===== config.mk =====
export PLATFORM = sky130hd
export DESIGN_NAME = rtp_midi_cc_to_dmx_parser_unit
export DESIGN_NICKNAME = d
export VERILOG_FILES = /design/src/rtl/core/rtpcc_pkg.sv /design/src/rtl/core/rtpcc_front.sv /design/src/rtl/core/rtpcc_queue.sv /design/src/rtl/core/rtpcc_back.sv /design/src/rtl/core/rtp_midi_cc_to_dmx_parser_unit.sv
export SDC_FILE = /design/constraint.sdc
export NUM_CORES = 1
export LEC_CHECK = 0
export BUFFER_PORTS_ARGS = -buffer_cell sky130_fd_sc_hd__buf_2
export CORE_UTILIZATION = 55
export CTS_BUF_LIST = sky130_fd_sc_hd__clkbuf_4 sky130_fd_sc_hd__clkbuf_8
export CTS_CLUSTER_SIZE = 24
export DETAILED_ROUTE_END_ITERATION = 8
export PLACE_DENSITY = 0.72
export SLEW_MARGIN = 10
export SYNTH_ARGS = -nofsm -noshare
export SYNTH_HDL_FRONTEND = slang
export SYNTH_SLANG_ARGS = --single-unit

===== constraint.sdc =====
create_clock -name clock -period 8.7 [get_ports clock]
set_clock_uncertainty 0.15 [all_clocks]
set_input_delay 1.74 -clock clock [delete_from_list [all_inputs] [get_ports clock]]
set_output_delay 1.74 -clock clock [all_outputs]
set_load 0.02 [all_outputs]

===== src/rtl/core/rtpcc_pkg.sv =====
// Types and constants of the RTP-MIDI control change parser.
// No dependencies.
package rtpcc_pkg;

   localparam logic [15:0] POS_MAX          = 16'hFFFF;
   localparam logic [15:0] SESSION_MARK     = 16'hFFFF;
   localparam logic [15:0] CMD_INVITE       = 16'h494E;
   localparam logic [15:0] MIN_SESSION_LEN  = 16'd16;
   localparam logic [15:0] HEADER_END       = 16'd4;
   localparam logic [15:0] TOKEN_FIRST      = 16'd8;
   localparam logic [15:0] TOKEN_LAST       = 16'd10;
   localparam logic [15:0] TOKEN_POS        = 16'd11;
   // window of three bytes starting at byte 12: last byte at 14
   localparam logic [15:0] SCAN_FIRE_POS    = 16'd14;
   localparam logic [3:0]  CC_STATUS_NIBBLE = 4'hB;
   localparam logic [7:0]  CC_MAX           = 8'd127;

   localparam logic        KIND_CHANNEL     = 1'b0;
   localparam logic        KIND_INVITE      = 1'b1;

   // level = floor((255*v + 63) / 127), via reciprocal 516/2^16
   localparam logic [15:0] SCALE_MUL        = 16'd255;
   localparam logic [15:0] SCALE_ROUND      = 16'd63;
   localparam logic [25:0] RECIP_MUL        = 26'd516;
   localparam logic [16:0] SCALE_DIV        = 17'd127;

   typedef struct packed {
      logic        kind;
      logic [7:0]  channel;
      logic [7:0]  value;
      logic [31:0] token;
      logic        reply_on_data_port;
   } event_type;

   typedef struct packed {
      logic        kind;
      logic [7:0]  channel;
      logic [9:0]  level;
      logic [31:0] token;
      logic        reply_on_data_port;
   } result_type;

   typedef struct packed {
      logic empty;
      logic full;
   } q_status_type;

endpackage


===== src/rtl/core/rtpcc_front.sv =====
// Front end: byte position tracking, header/token capture, event classification.
// Depends on rtpcc_pkg.
module rtpcc_front (
   input  logic                 clock,
   input  logic                 reset,
   input  logic                 accept,
   input  logic [7:0]           data_byte,
   input  logic                 first_of_packet,
   input  logic [15:0]          packet_length,
   input  logic                 from_data_port,
   output logic                 ev_valid,
   output rtpcc_pkg::event_type ev
);

   logic [15:0] pos_ff, pos_in;
   logic [15:0] size_ff, size_in;
   logic        port_ff, port_in;
   logic [31:0] hdr_ff, hdr_in;
   logic [23:0] tok_ff, tok_in;
   logic [7:0]  older_ff, older_in;
   logic [7:0]  newer_ff, newer_in;

   logic [15:0] pos_cur, size_cur;
   logic        port_cur;
   logic [31:0] hdr_cur;
   logic [23:0] tok_cur;
   logic [7:0]  older_cur, newer_cur;
   logic        in_range, session, invite, cc_hit;

   always_comb begin
      // a first mark restarts the datagram context before this byte is used
      pos_cur   = first_of_packet ? 16'd0 : pos_ff;
      size_cur  = first_of_packet ? packet_length : size_ff;
      port_cur  = first_of_packet ? from_data_port : port_ff;
      hdr_cur   = first_of_packet ? 32'd0 : hdr_ff;
      tok_cur   = first_of_packet ? 24'd0 : tok_ff;
      older_cur = first_of_packet ? 8'd0 : older_ff;
      newer_cur = first_of_packet ? 8'd0 : newer_ff;

      in_range = pos_cur < size_cur;

      hdr_in   = hdr_cur;
      tok_in   = tok_cur;
      older_in = older_cur;
      newer_in = newer_cur;
      if (in_range) begin
         if (pos_cur < rtpcc_pkg::HEADER_END) begin
            hdr_in = {hdr_cur[23:0], data_byte};
         end
         if (pos_cur >= rtpcc_pkg::TOKEN_FIRST && pos_cur <= rtpcc_pkg::TOKEN_LAST) begin
            tok_in = {tok_cur[15:0], data_byte};
         end
         older_in = newer_cur;
         newer_in = data_byte;
      end

      session = size_cur >= rtpcc_pkg::MIN_SESSION_LEN
                && hdr_in[31:16] == rtpcc_pkg::SESSION_MARK;
      invite  = in_range && pos_cur == rtpcc_pkg::TOKEN_POS && session
                && hdr_in[15:0] == rtpcc_pkg::CMD_INVITE;
      cc_hit  = in_range && port_cur && !session && pos_cur >= rtpcc_pkg::SCAN_FIRE_POS
                && older_cur[7:4] == rtpcc_pkg::CC_STATUS_NIBBLE
                && newer_cur <= rtpcc_pkg::CC_MAX;

      pos_in  = (pos_cur == rtpcc_pkg::POS_MAX) ? pos_cur : pos_cur + 16'd1;
      size_in = size_cur;
      port_in = port_cur;

      ev_valid = accept && (invite || cc_hit);
      if (invite) begin
         ev.kind               = rtpcc_pkg::KIND_INVITE;
         ev.channel            = 8'd0;
         ev.value              = 8'd0;
         ev.token              = {tok_cur, data_byte};
         ev.reply_on_data_port = port_cur;
      end else begin
         ev.kind               = rtpcc_pkg::KIND_CHANNEL;
         ev.channel            = newer_cur + 8'd1;
         ev.value              = data_byte;
         ev.token              = 32'd0;
         ev.reply_on_data_port = 1'b0;
      end
   end

   always_ff @(posedge clock) begin
      if (reset) begin
         pos_ff   <= 16'd0;
         size_ff  <= 16'd0;
         port_ff  <= 1'b0;
         hdr_ff   <= 32'd0;
         tok_ff   <= 24'd0;
         older_ff <= 8'd0;
         newer_ff <= 8'd0;
      end else if (accept) begin
         pos_ff   <= pos_in;
         size_ff  <= size_in;
         port_ff  <= port_in;
         hdr_ff   <= hdr_in;
         tok_ff   <= tok_in;
         older_ff <= older_in;
         newer_ff <= newer_in;
      end
   end

endmodule


===== src/rtl/core/rtpcc_queue.sv =====
// Short event queue between front and back ends.
// Depends on rtpcc_pkg.
module rtpcc_queue #(
   parameter int DEPTH = 4
) (
   input  logic                     clock,
   input  logic                     reset,
   input  logic                     wr_en,
   input  rtpcc_pkg::event_type     wr_data,
   input  logic                     rd_en,
   output rtpcc_pkg::event_type     rd_data,
   output rtpcc_pkg::q_status_type  status
);

   localparam int PTR_W = (DEPTH > 1) ? $clog2(DEPTH) : 1;
   localparam int CNT_W = $clog2(DEPTH + 1);
   localparam logic [PTR_W-1:0] LAST_PTR = PTR_W'(DEPTH - 1);
   localparam logic [CNT_W-1:0] FULL_CNT = CNT_W'(DEPTH);

   rtpcc_pkg::event_type slot_ff [DEPTH];
   logic [PTR_W-1:0] wr_ptr_ff, wr_ptr_in;
   logic [PTR_W-1:0] rd_ptr_ff, rd_ptr_in;
   logic [CNT_W-1:0] count_ff, count_in;
   logic             do_wr, do_rd;

   always_comb begin
      status.empty = count_ff == '0;
      status.full  = count_ff == FULL_CNT;
      do_wr = wr_en && !status.full;
      do_rd = rd_en && !status.empty;
      wr_ptr_in = do_wr ? ((wr_ptr_ff == LAST_PTR) ? '0 : wr_ptr_ff + 1'b1) : wr_ptr_ff;
      rd_ptr_in = do_rd ? ((rd_ptr_ff == LAST_PTR) ? '0 : rd_ptr_ff + 1'b1) : rd_ptr_ff;
      count_in  = count_ff;
      if (do_wr && !do_rd) begin
         count_in = count_ff + 1'b1;
      end else if (do_rd && !do_wr) begin
         count_in = count_ff - 1'b1;
      end
      rd_data = slot_ff[rd_ptr_ff];
   end

   always_ff @(posedge clock) begin
      if (reset) begin
         wr_ptr_ff <= '0;
         rd_ptr_ff <= '0;
         count_ff  <= '0;
      end else begin
         wr_ptr_ff <= wr_ptr_in;
         rd_ptr_ff <= rd_ptr_in;
         count_ff  <= count_in;
      end
   end

   always_ff @(posedge clock) begin
      if (do_wr) begin
         slot_ff[wr_ptr_ff] <= wr_data;
      end
   end

endmodule


===== src/rtl/core/rtpcc_back.sv =====
// Back end: level scaling in two stages and the result register.
// Depends on rtpcc_pkg.
module rtpcc_back (
   input  logic                  clock,
   input  logic                  reset,
   input  logic                  ev_valid,
   input  rtpcc_pkg::event_type  ev,
   output logic                  ev_take,
   output logic                  out_valid,
   output rtpcc_pkg::result_type out,
   input  logic                  out_pop
);

   logic                  s1_valid_ff, s1_valid_in;
   rtpcc_pkg::event_type  s1_ev_ff;
   logic [15:0]           s1_y_ff, y_in;
   logic [9:0]            s1_q_ff, q_in;
   logic                  out_valid_ff, out_valid_in;
   rtpcc_pkg::result_type out_ff, out_in;

   logic        advance, s1_load;
   logic [25:0] prod;
   logic [16:0] q_times_div, rem;
   logic [9:0]  level;

   always_comb begin
      advance = !out_valid_ff || out_pop;
      s1_load = !s1_valid_ff || advance;
      ev_take = s1_load && ev_valid;
      s1_valid_in = s1_load ? ev_valid : s1_valid_ff;

      // stage 1: y = 255*v + 63, quotient estimate y*516 >> 16 (low by at most 1)
      y_in = 16'({8'd0, ev.value} * rtpcc_pkg::SCALE_MUL) + rtpcc_pkg::SCALE_ROUND;
      prod = 26'(y_in) * rtpcc_pkg::RECIP_MUL;
      q_in = prod[25:16];

      // stage 2: one correction step
      q_times_div = 17'(s1_q_ff) * rtpcc_pkg::SCALE_DIV;
      rem         = 17'(s1_y_ff) - q_times_div;
      level       = (rem >= rtpcc_pkg::SCALE_DIV) ? s1_q_ff + 10'd1 : s1_q_ff;

      out_in.kind               = s1_ev_ff.kind;
      out_in.channel            = s1_ev_ff.channel;
      out_in.level              = (s1_ev_ff.kind == rtpcc_pkg::KIND_INVITE) ? 10'd0 : level;
      out_in.token              = s1_ev_ff.token;
      out_in.reply_on_data_port = s1_ev_ff.reply_on_data_port;
      out_valid_in = advance ? s1_valid_ff : out_valid_ff;

      out_valid = out_valid_ff;
      out       = out_ff;
   end

   always_ff @(posedge clock) begin
      if (reset) begin
         s1_valid_ff  <= 1'b0;
         out_valid_ff <= 1'b0;
      end else begin
         s1_valid_ff  <= s1_valid_in;
         out_valid_ff <= out_valid_in;
      end
   end

   always_ff @(posedge clock) begin
      if (s1_load) begin
         s1_ev_ff <= ev;
         s1_y_ff  <= y_in;
         s1_q_ff  <= q_in;
      end
      if (advance) begin
         out_ff <= out_in;
      end
   end

endmodule


===== src/rtl/core/rtp_midi_cc_to_dmx_parser_unit.sv =====
// Top level of the RTP-MIDI control change to DMX parser.
// Depends on rtpcc_pkg, rtpcc_front, rtpcc_queue, rtpcc_back.
//
//   channel   direction  handshake          payload
//   req_*     in         push / full        data_byte, first_of_packet,
//                                           packet_length, from_data_port
//   rsp_*     out        empty / pop        event_kind, channel, level,
//                                           token, reply_on_data_port
//
// One byte per cycle is taken while full is low; the front end classifies it in
// the cycle of the transfer and queues at most one event.
// A result reaches rsp_* through the queue, the scale stage and the result
// register; one result leaves per cycle while pop is high.
// full rises when the event queue holds QUEUE_DEPTH events; every byte then waits.
// Synchronous reset clears position, datagram context and all valid state.
module rtp_midi_cc_to_dmx_parser_unit #(
   parameter int QUEUE_DEPTH = 4
) (
   input  logic        clock,
   input  logic        reset,
   input  logic [7:0]  req_data_byte,
   input  logic        req_first_of_packet,
   input  logic [15:0] req_packet_length,
   input  logic        req_from_data_port,
   input  logic        push,
   output logic        full,
   output logic        rsp_event_kind,
   output logic [7:0]  rsp_channel,
   output logic [9:0]  rsp_level,
   output logic [31:0] rsp_token,
   output logic        rsp_reply_on_data_port,
   output logic        empty,
   input  logic        pop
);

   rtpcc_pkg::event_type    front_ev, queue_ev;
   rtpcc_pkg::q_status_type queue_status;
   rtpcc_pkg::result_type   result;
   logic                    accept, front_valid, back_take, result_valid;

   // a byte transfer happens whenever push is high and the queue has room
   assign accept = push && !queue_status.full;
   assign full   = queue_status.full;

   rtpcc_front u_front (
      .clock           (clock),
      .reset           (reset),
      .accept          (accept),
      .data_byte       (req_data_byte),
      .first_of_packet (req_first_of_packet),
      .packet_length   (req_packet_length),
      .from_data_port  (req_from_data_port),
      .ev_valid        (front_valid),
      .ev              (front_ev)
   );

   // decouples classification from the scaling pipeline
   rtpcc_queue #(
      .DEPTH (QUEUE_DEPTH)
   ) u_queue (
      .clock   (clock),
      .reset   (reset),
      .wr_en   (front_valid),
      .wr_data (front_ev),
      .rd_en   (back_take),
      .rd_data (queue_ev),
      .status  (queue_status)
   );

   rtpcc_back u_back (
      .clock     (clock),
      .reset     (reset),
      .ev_valid  (!queue_status.empty),
      .ev        (queue_ev),
      .ev_take   (back_take),
      .out_valid (result_valid),
      .out       (result),
      .out_pop   (pop)
   );

   assign empty                  = !result_valid;
   assign rsp_event_kind         = result.kind;
   assign rsp_channel            = result.channel;
   assign rsp_level              = result.level;
   assign rsp_token              = result.token;
   assign rsp_reply_on_data_port = result.reply_on_data_port;

endmodule


Word-level counts from Yosys, hierarchy flattened. Memories as Yosys holds them, arrays and structs flattened. A register that Yosys moved wholly into a read port is not among the register bits. Index checks and enable logic that the tools add are counted. W data, S select, Z words.

Input bits: 30. Register bits after elaboration: 230. Output and inout port bits: 54. Memories kept: 1. RAM bits: 200.

Multiplexer cells: 24. Order comparisons: 8. $add $sub $neg: 9. Multipliers: 3. Equal/unequal tests: 8. Reductions and logical operators: 29.

Memory list: u_queue.slot_ff (depth 4, bits a word 50, read ports 1, clocked after memory_dff 1, write ports 1, line rtpcc_queue.sv:20) `rtpcc_pkg::event_type slot_ff [DEPTH];`.

Operators with widths (number): $mux W32 (3); $mux W24 (3); $mux W50 (1); $mux W16 (3); $eq A16 B16 Y1 const B (2); $ge A16 B4 Y1 const B (2); $mux W8 (4); $mul A16 B8 Y24 const B (1); $ge A17 B7 Y1 const B (1); $logic_and A1 B1 Y1 (17); $mul A10 B7 Y17 const B (1); $sub A16 B17 Y17 (1); $add A16 B1 Y16 const B (1); $add A16 B6 Y16 const B (1); $eq A16 B15 Y1 const B (1); $eq A16 B4 Y1 const B (1); $ge A16 B5 Y1 const B (1); $le A16 B4 Y1 const B (1); $lt A16 B16 Y1 (1); $lt A16 B3 Y1 const B (1); $mul A8 B8 Y16 const B (1); $add A10 B1 Y10 const B (1); $mux W10 (1); $add A8 B1 Y8 const B (1); other kinds (14) (30).

Logic depth before layout (Yosys ltp). Gate-level depths: netlist (run 1).

Depth after elaboration: 18. Depth in mapped cells: 32.

Cells and area by module. A second synthesis (run 1) with hierarchy kept.

Cell total of the unflattened synthesis: 1663. Area, all modules: 21779.6 µm².

By module, submodules not included: rtpcc_back (instances 1, cells each 727, seq. area each 3643.5 µm², area an instance 8868.5 µm²); rtpcc_queue (instances 1, cells each 312, seq. area each 6185.9 µm², area an instance 7697.4 µm²); rtpcc_front (instances 1, cells each 621, seq. area each 2021.9 µm², area an instance 5192.5 µm²); rtp_midi_cc_to_dmx_parser_unit (instances 1, cells each 3, seq. area each 0.0 µm², area an instance 21.3 µm²).

Worst setup path after synthesis (run 1). No wires, ideal clock.

Path kind: register to register. Start: register (tool-made name). End: register u_back.s1_q_ff[8] (data pin). Path slack: 963 ps. Stages on the path, launching flop included: 32. Library setup time: 273 ps. Data arrival time: 7314 ps. Data required time: 8277 ps. Period minus slack after synthesis: 7737 ps. Path through: dfxtp_1 > clkbuf_1 > buf_2 > mux4_2 > fa_1 > inv_1 > fa_1 > inv_1 > fa_1 > inv_1 > fa_1 > inv_1 > ha_1 > o21ai_0 > nor3_1 > a21oi_1 > nand2b_1 > a21oi_1 > a21o_1 > a21oi_1 > xnor2_1 > xnor2_1 > ha_1 > ha_1 > and2_1 > a22o_1 > a311oi_1 > a21oi_1 > nand3_1 > nor2_1 > nand2_1 > xor2_1.

RTL lines: to (signal assigned) (line rtpcc_back.sv:67) `s1_q_ff <= q_in;`; to (decl) (line rtpcc_back.sv:17) `logic [9:0] s1_q_ff, q_in;`.

==> results of run 1 <==
==> what timing repair did <==
item                       4_1_cts  5_1_grt
buffers inserted                 0        4
resized for setup                0        1
setup endpoints to repair        0        3
hold buffers                     0        0
==> Yosys cell counts (15+ instances only) <==
| library cell | count |
|---|---|
| nand3_1 | 20 |
| mux4_2 | 50 |
| ha_1 | 124 |
| nor2b_1 | 31 |
| a22oi_1 | 68 |
| a211oi_1 | 22 |
| fa_1 | 76 |
| nor2_1 | 160 |
| nand4_1 | 15 |
| xnor2_1 | 35 |
| o21ai_0 | 20 |
| edfxtp_1 | 320 |
| nor3_1 | 22 |
| xor2_1 | 28 |
| a21oi_1 | 46 |
| inv_1 | 147 |
| nand2_1 | 54 |
| clkbuf_1 | 36 |
| and2_1 | 44 |
| mux2i_1 | 26 |
| dfxtp_1 | 112 |
==> routing by layer <==
| metal | vias up | global-route usage | wire length, um |
|---|---|---|---|
| met5 | - | 0 | 0 |
| met4 | 0 | 0.0729 | 901 |
| met3 | 63 | 0.0381 | 2370 |
| met2 | 400 | 0.356 | 19500 |
| met1 | 6208 | 0.291 | 18100 |
| li1 | 5972 | - | - |
==> critical path: stages (launching register included) <==
cell and delay, ps:
dfxtp_2 590, mux4_2 510, fa_1 630, xor2_1 300
ha_1 310, fa_1 530, inv_1 50, fa_1 520
inv_1 40, ha_1 370, and3_1 190, a221oi_1 400
a21oi_1 200, a311oi_1 340, xnor2_1 270, ha_1 320
ha_1 300, ha_1 280, nand2_1 60, o21ai_0 220
a22o_1 180, a311oi_2 60, a21oi_1 280, nand3_1 180
nor2_1 200, nand2_1 100, xor2_1 170
==> flip-flops by register name (all words and copies together), names as in the netlist, 8 cells and up, named ones only <==
register / cells
u_queue.slot_ff: 200
u_front.tok_ff: 24
u_front.size_ff: 16
u_front.newer_ff: 8
u_front.hdr_ff: 32
u_back.s1_q_ff: 10
u_back.out_in: 42
u_front.pos_ff: 16
u_back.s1_y_ff: 16
u_back.out: 52
==> how the worst max path moves through the flow <==
stage / endpoint / cells after the start / slack, ps / from
2_1_floorplan: u_back.s1_q_ff[8]$_DFFE_PN_ / 31 / 960 / flip-flop
3_3_place_gp: u_back.s1_q_ff[8]$_DFFE_PN_ / 26 / 650 / flip-flop
3_5_place_dp: u_back.s1_q_ff[8]$_DFFE_PN_ / 26 / 540 / flip-flop
4_1_cts: u_back.s1_q_ff[8]$_DFFE_PN_ / 26 / 520 / flip-flop
5_1_grt: u_back.s1_q_ff[8]$_DFFE_PN_ / 26 / 140 / flip-flop
6_report: u_back.s1_q_ff[8]$_DFFE_PN_ / 26 / 710 / flip-flop
==> layout make-up <==
cell class	count	area (sq um)	share of cell area
well taps	511	639	0.0272
inverters	147	552	0.0235
flip-flops and latches	432	11900	0.504
clock buffers	97	1210	0.0515
multi-input cells	951	8480	0.361
repair buffers	107	598	0.0254
clock inverters	25	171	0.00729
==> through the flow <==
stage / cell area (sq um) / hold WS [ps]
after detailed placement: 22100 / 255
after CTS: 23500 / 266
after global placement: 22100 / 253
after global routing: 23500 / 271
after floorplan: 21100 / 250
final: 23500 / 265
==> cell families after synthesis <==
group / synth area share
AND/OR/NAND/NOR: 0.0911
XOR/XNOR: 0.0262
flip-flops: 0.563
adder cells (fa/ha/maj): 0.146
buffers and inverters: 0.0365
AO/OA/AOI/OAI: 0.0702
multiplexers: 0.0673
==> impl_metrics.ini, run 1 <==
[setup_path]
path_max_fanout = 16
crit_path_end_kind = flip-flop
r2r_slack_ps = 710
cp.arrival_ps = 8180
worstSetupPathType = reg2reg
cp-start-kind = flip-flop
r2r_end = u_back.s1_q_ff[8]$_DFFE_PN_
cp.required_ps = 8890
reg2regPathDepth = 26

[die]
start_util = 0.559
die_area_sq_um = 39100
die_w_um = 198
rows = 71
io_pins = 84
die_h_um = 198
core_sq_um = 37700

[placed_design]
dp_worst_setup_slack_ps = 545
port-buffer-count = 83
gp_congestion = 0.836
dp.final_hpwl_mm = 27.6
placed_cells = 2144

[worst_hold_path]
hold_class = reg2reg
hp-start = u_back.out_in[25]$_DFFE_PN_
worstHoldEndpoint = u_back.out[25]$_DFFE_PP_
whs_path_depth = 0

[cells_and_area]
areaGrowthSynthToFinish_pct = 11.6
utilization = 0.624
fin_cells = 2270
fin_nets = 1939
fill_cells = 2914
layout_common_cells = 320 x edfxtp_1, 160 x nor2_1, 146 x inv_1, 124 x ha_1, 110 x dfxtp_1
final_common_cell = edfxtp_1
drive_gt1_frac = 0.168
diodes = 0

[global_routing]
grt_pass1_wl_mm = 65.1
grt-ovfl-total = 0
grt_pass1_vias = 12602
antenna_found_initial = 0
track_usage = 0.216
grt_max_degree = 87

[flow_run]
maxCapViolCount = 0

[clocking]
cts_tree = built
cts-root-buf = clkbuf_8
clkLatencyLatePin_ps = 610
cts_htree_levels = 3
cts_made_buffers = 70
clk_pin_slew_worst_paths_ps = 60
cts_buffer_depth = 3
clock_sinks = 432

[timing]
worst_slack_ps = 710
period_needed_ps = 7990
worst_pin_slew_ps = 1020
setup_violations = 0
drv_slew = 0
rsz0062_at_grt = false
final-hold-violation-count = 0
fin_setup_tns_ps = 0
timing.final.crit_share = 0.918
fmaxAchievable_mhz = 125
max_slew_margin = 0.323

[detailed_routing]
routed_wl_mm = 40.8
detail_route.vias_per_cell = 5.57
ant_nets = 0
route.vias.total = 12643
drcViolationCount = 0
wl_per_cell_um = 18.0
drt_first_pass_iters = 5
first_iter_violations = 797

[yosys]
async_flop_share = 0
syn_inst = 1584
yosys_most_used_dff = edfxtp_1
syn_area_sq_um = 21100
synth_area_leaders = edfxtp_1 46%, dfxtp_1 11%, ha_1 7.4%, fa_1 7.2%, mux4_2 5.3%
synth_nets = 1814
yosys.area.top_type = edfxtp_1
synth-warning-count = 0
synth.avg_cell_area_sq_um = 13.3
synth-edff-count = 320
synth_top_area_frac = 0.456
synth_seq_cells = 432
seq_area_frac_synth = 0.563
synthDistinctLibCells = 66

[outcome]
outcome = finished, final reports clean
Power of run 1 is left out: the tool's default activity adds up to more than one toggle a clock period on the data nets, which glitch-free logic cannot reach.
==> run 2, diff against run 1 <==
--- a/config.mk
+++ b/config.mk
@@ -5,12 +5,14 @@
 export SDC_FILE = /design/constraint.sdc
 export NUM_CORES = 1
 export LEC_CHECK = 0
-export BUFFER_PORTS_ARGS = -buffer_cell sky130_fd_sc_hd__buf_2
+export CELL_PAD_IN_SITES_DETAIL_PLACEMENT = 1
+export CELL_PAD_IN_SITES_GLOBAL_PLACEMENT = 1
 export CORE_UTILIZATION = 55
 export CTS_BUF_LIST = sky130_fd_sc_hd__clkbuf_4 sky130_fd_sc_hd__clkbuf_8
 export CTS_CLUSTER_SIZE = 24
 export DETAILED_ROUTE_END_ITERATION = 8
-export PLACE_DENSITY = 0.72
+export DONT_BUFFER_PORTS = 1
+export PLACE_DENSITY_LB_ADDON = 0.1
 export SLEW_MARGIN = 10
 export SYNTH_ARGS = -nofsm -noshare
 export SYNTH_HDL_FRONTEND = slang
==> run 2 against run 1 <==
Effect of this change:
- flip-flop and latch count is the same
- final cell count decreased by 3.8%
- non-clock buffer count fell by 95
- wire length increased by 17%
- die area is the same
- critical path depth fell by 1
- first-iteration DRC count down 21%
- setup slack got worse by 140 ps
- largest cell class unchanged
==> impl_metrics.ini, run 2 (synthesized netlist as in run 1, its figures left out) <==
[clocking]
cts_setup_buffers = 0
cts_made_buffers = 71
cts_buffer_depth = 3
cts-root-buf = clkbuf_8
cts_htree_levels = 3
clkLatencyLatePin_ps = 640
cts_tree = built
clk_pin_slew_worst_paths_ps = 60
clock_sinks = 432
cts_hold_buf = 0

[worst_hold_path]
hp-start = u_back.out_in[2]$_DFFE_PN_
whs_path_depth = 0
worstHoldEndpoint = u_back.out[2]$_DFFE_PP_
hold_class = reg2reg

[setup_path]
worstSetupPathType = reg2reg
cp.required_ps = 8890
path_max_fanout = 11
reg2regPathDepth = 25
r2r_end = u_back.s1_q_ff[8]$_DFFE_PN_
r2r_slack_ps = 570
cp-start-kind = flip-flop
crit_path_end_kind = flip-flop
cp.arrival_ps = 8320

[detailed_routing]
detail_route.vias_per_cell = 5.80
route.vias.total = 12659
routed_wl_mm = 47.9
first_iter_violations = 633
drt_first_pass_iters = 5
drcViolationCount = 0
wl_per_cell_um = 21.9
ant_nets = 0

[timing]
max_slew_margin = 0.203
fmaxAchievable_mhz = 123
period_needed_ps = 8130
rsz0062_at_grt = false
drv_slew = 0
fin_setup_tns_ps = 0
timing.final.crit_share = 0.934
final-hold-violation-count = 0
worst_pin_slew_ps = 1190
setup_violations = 0

[global_routing]
grt_max_degree = 111
antenna_found_initial = 1
grt_pass1_vias = 13809
grt_pass1_wl_mm = 75.7
track_usage = 0.255
grt-ovfl-total = 0

[die]
rows = 71
die_area_sq_um = 39100
die_h_um = 198
die_w_um = 198
start_util = 0.559
core_sq_um = 37700
io_pins = 84

[cells_and_area]
fin_nets = 1845
final_common_cell = edfxtp_1
areaGrowthSynthToFinish_pct = 9.82
regArea_sq_um = 11900
largest_register_ffs = 200
layout_common_cells = 320 x edfxtp_1, 160 x nor2_1, 146 x inv_1, 124 x ha_1, 110 x dfxtp_1
multi_input_area_sq_um = 8490
top_register = u_queue.slot_ff
fill_cells = 3673
utilization = 0.614
drive_gt1_frac = 0.129

[placed_design]
port-buffer-count = 0
dp.final_hpwl_mm = 32.9
gp_congestion = 0.806

[outcome]
outcome = finished, final reports clean

[flow_run]
maxCapViolCount = 0
-- run 2: cell count changes in the layout (fill, tap and decap cells not counted), sizes merged --
| cell | previous run | this run |
|---|---|---|
| inv | 150 | 151 |
| clkbuf | 97 | 108 |
| diode | 0 | 1 |
| clkinv | 17 | 14 |
| buf | 107 | 12 |
| clkinvlp | 4 | 1 |
| bufinv | 1 | 2 |
-- run 2: how the worst max path moves through the flow --
stage                          from                     endpoint  slack, ps
after global placement    flip-flop  u_back.s1_q_ff[8]$_DFFE_PN_        710
after detailed placement  flip-flop  u_back.s1_q_ff[8]$_DFFE_PN_        430
after CTS                 flip-flop  u_back.s1_q_ff[8]$_DFFE_PN_        400
final                     flip-flop  u_back.s1_q_ff[8]$_DFFE_PN_        570
after floorplan           flip-flop  u_back.s1_q_ff[8]$_DFFE_PN_        960
after global routing      flip-flop  u_back.s1_q_ff[8]$_DFFE_PN_         60
-- run 2: layer usage --
metal | GRT usage | part of all wire | vias to the layer above
li1 | - | - | 5806
met1 | 0.327 | 0.42 | 6473
met2 | 0.437 | 0.51 | 297
met3 | 0.0456 | 0.046 | 83
met4 | 0.0861 | 0.024 | 0
met5 | 0 | 0 | -
-- run 2: worst max-delay path, stage by stage (launching register included) --
cell and delay, ps:
dfxtp_4 470, mux4_2 670, fa_1 630, xor2_1 320
ha_1 330, fa_1 550, inv_1 60, fa_1 520
inv_1 40, ha_1 370, and3_1 190, a221oi_1 390
a21oi_1 200, a311oi_1 370, xnor2_1 270, ha_1 310
ha_1 290, ha_1 290, nand2_1 60, nor3_1 280
a311oi_2 200, a21oi_2 260, nand3_1 150, nor2_1 180
nand2_1 110, xor2_1 170
-- run 2: what timing repair did --
item                                    4_1_cts  5_1_grt
endpoints found under the hold margin         0        0
gates resized for setup                       0        3
endpoints found under the setup margin        0        3
-- run 2: cell type report --
type	instances	share of cell area
Inverter	147	0.0239
Tap cell	511	0.0276
Antenna cell	1	0.000108
Clock inverter	21	0.00920
Timing Repair Buffer	12	0.00390
Multi-Input combinational cell	951	0.367
Sequential cell	432	0.513
Clock buffer	108	0.0553
-- run 2: stage by stage --
stage	std cells	cell area, sq um	setup WS, ps	hold WS, ps
after detailed placement	2053	21600	433	256
final	2183	23100	572	249
after CTS	2182	23100	401	239
after floorplan	1584	21100	963	250
after global routing	2182	23100	55.8	255
after global placement	2053	21600	706	251
Power of run 2 is left out for the same reason.
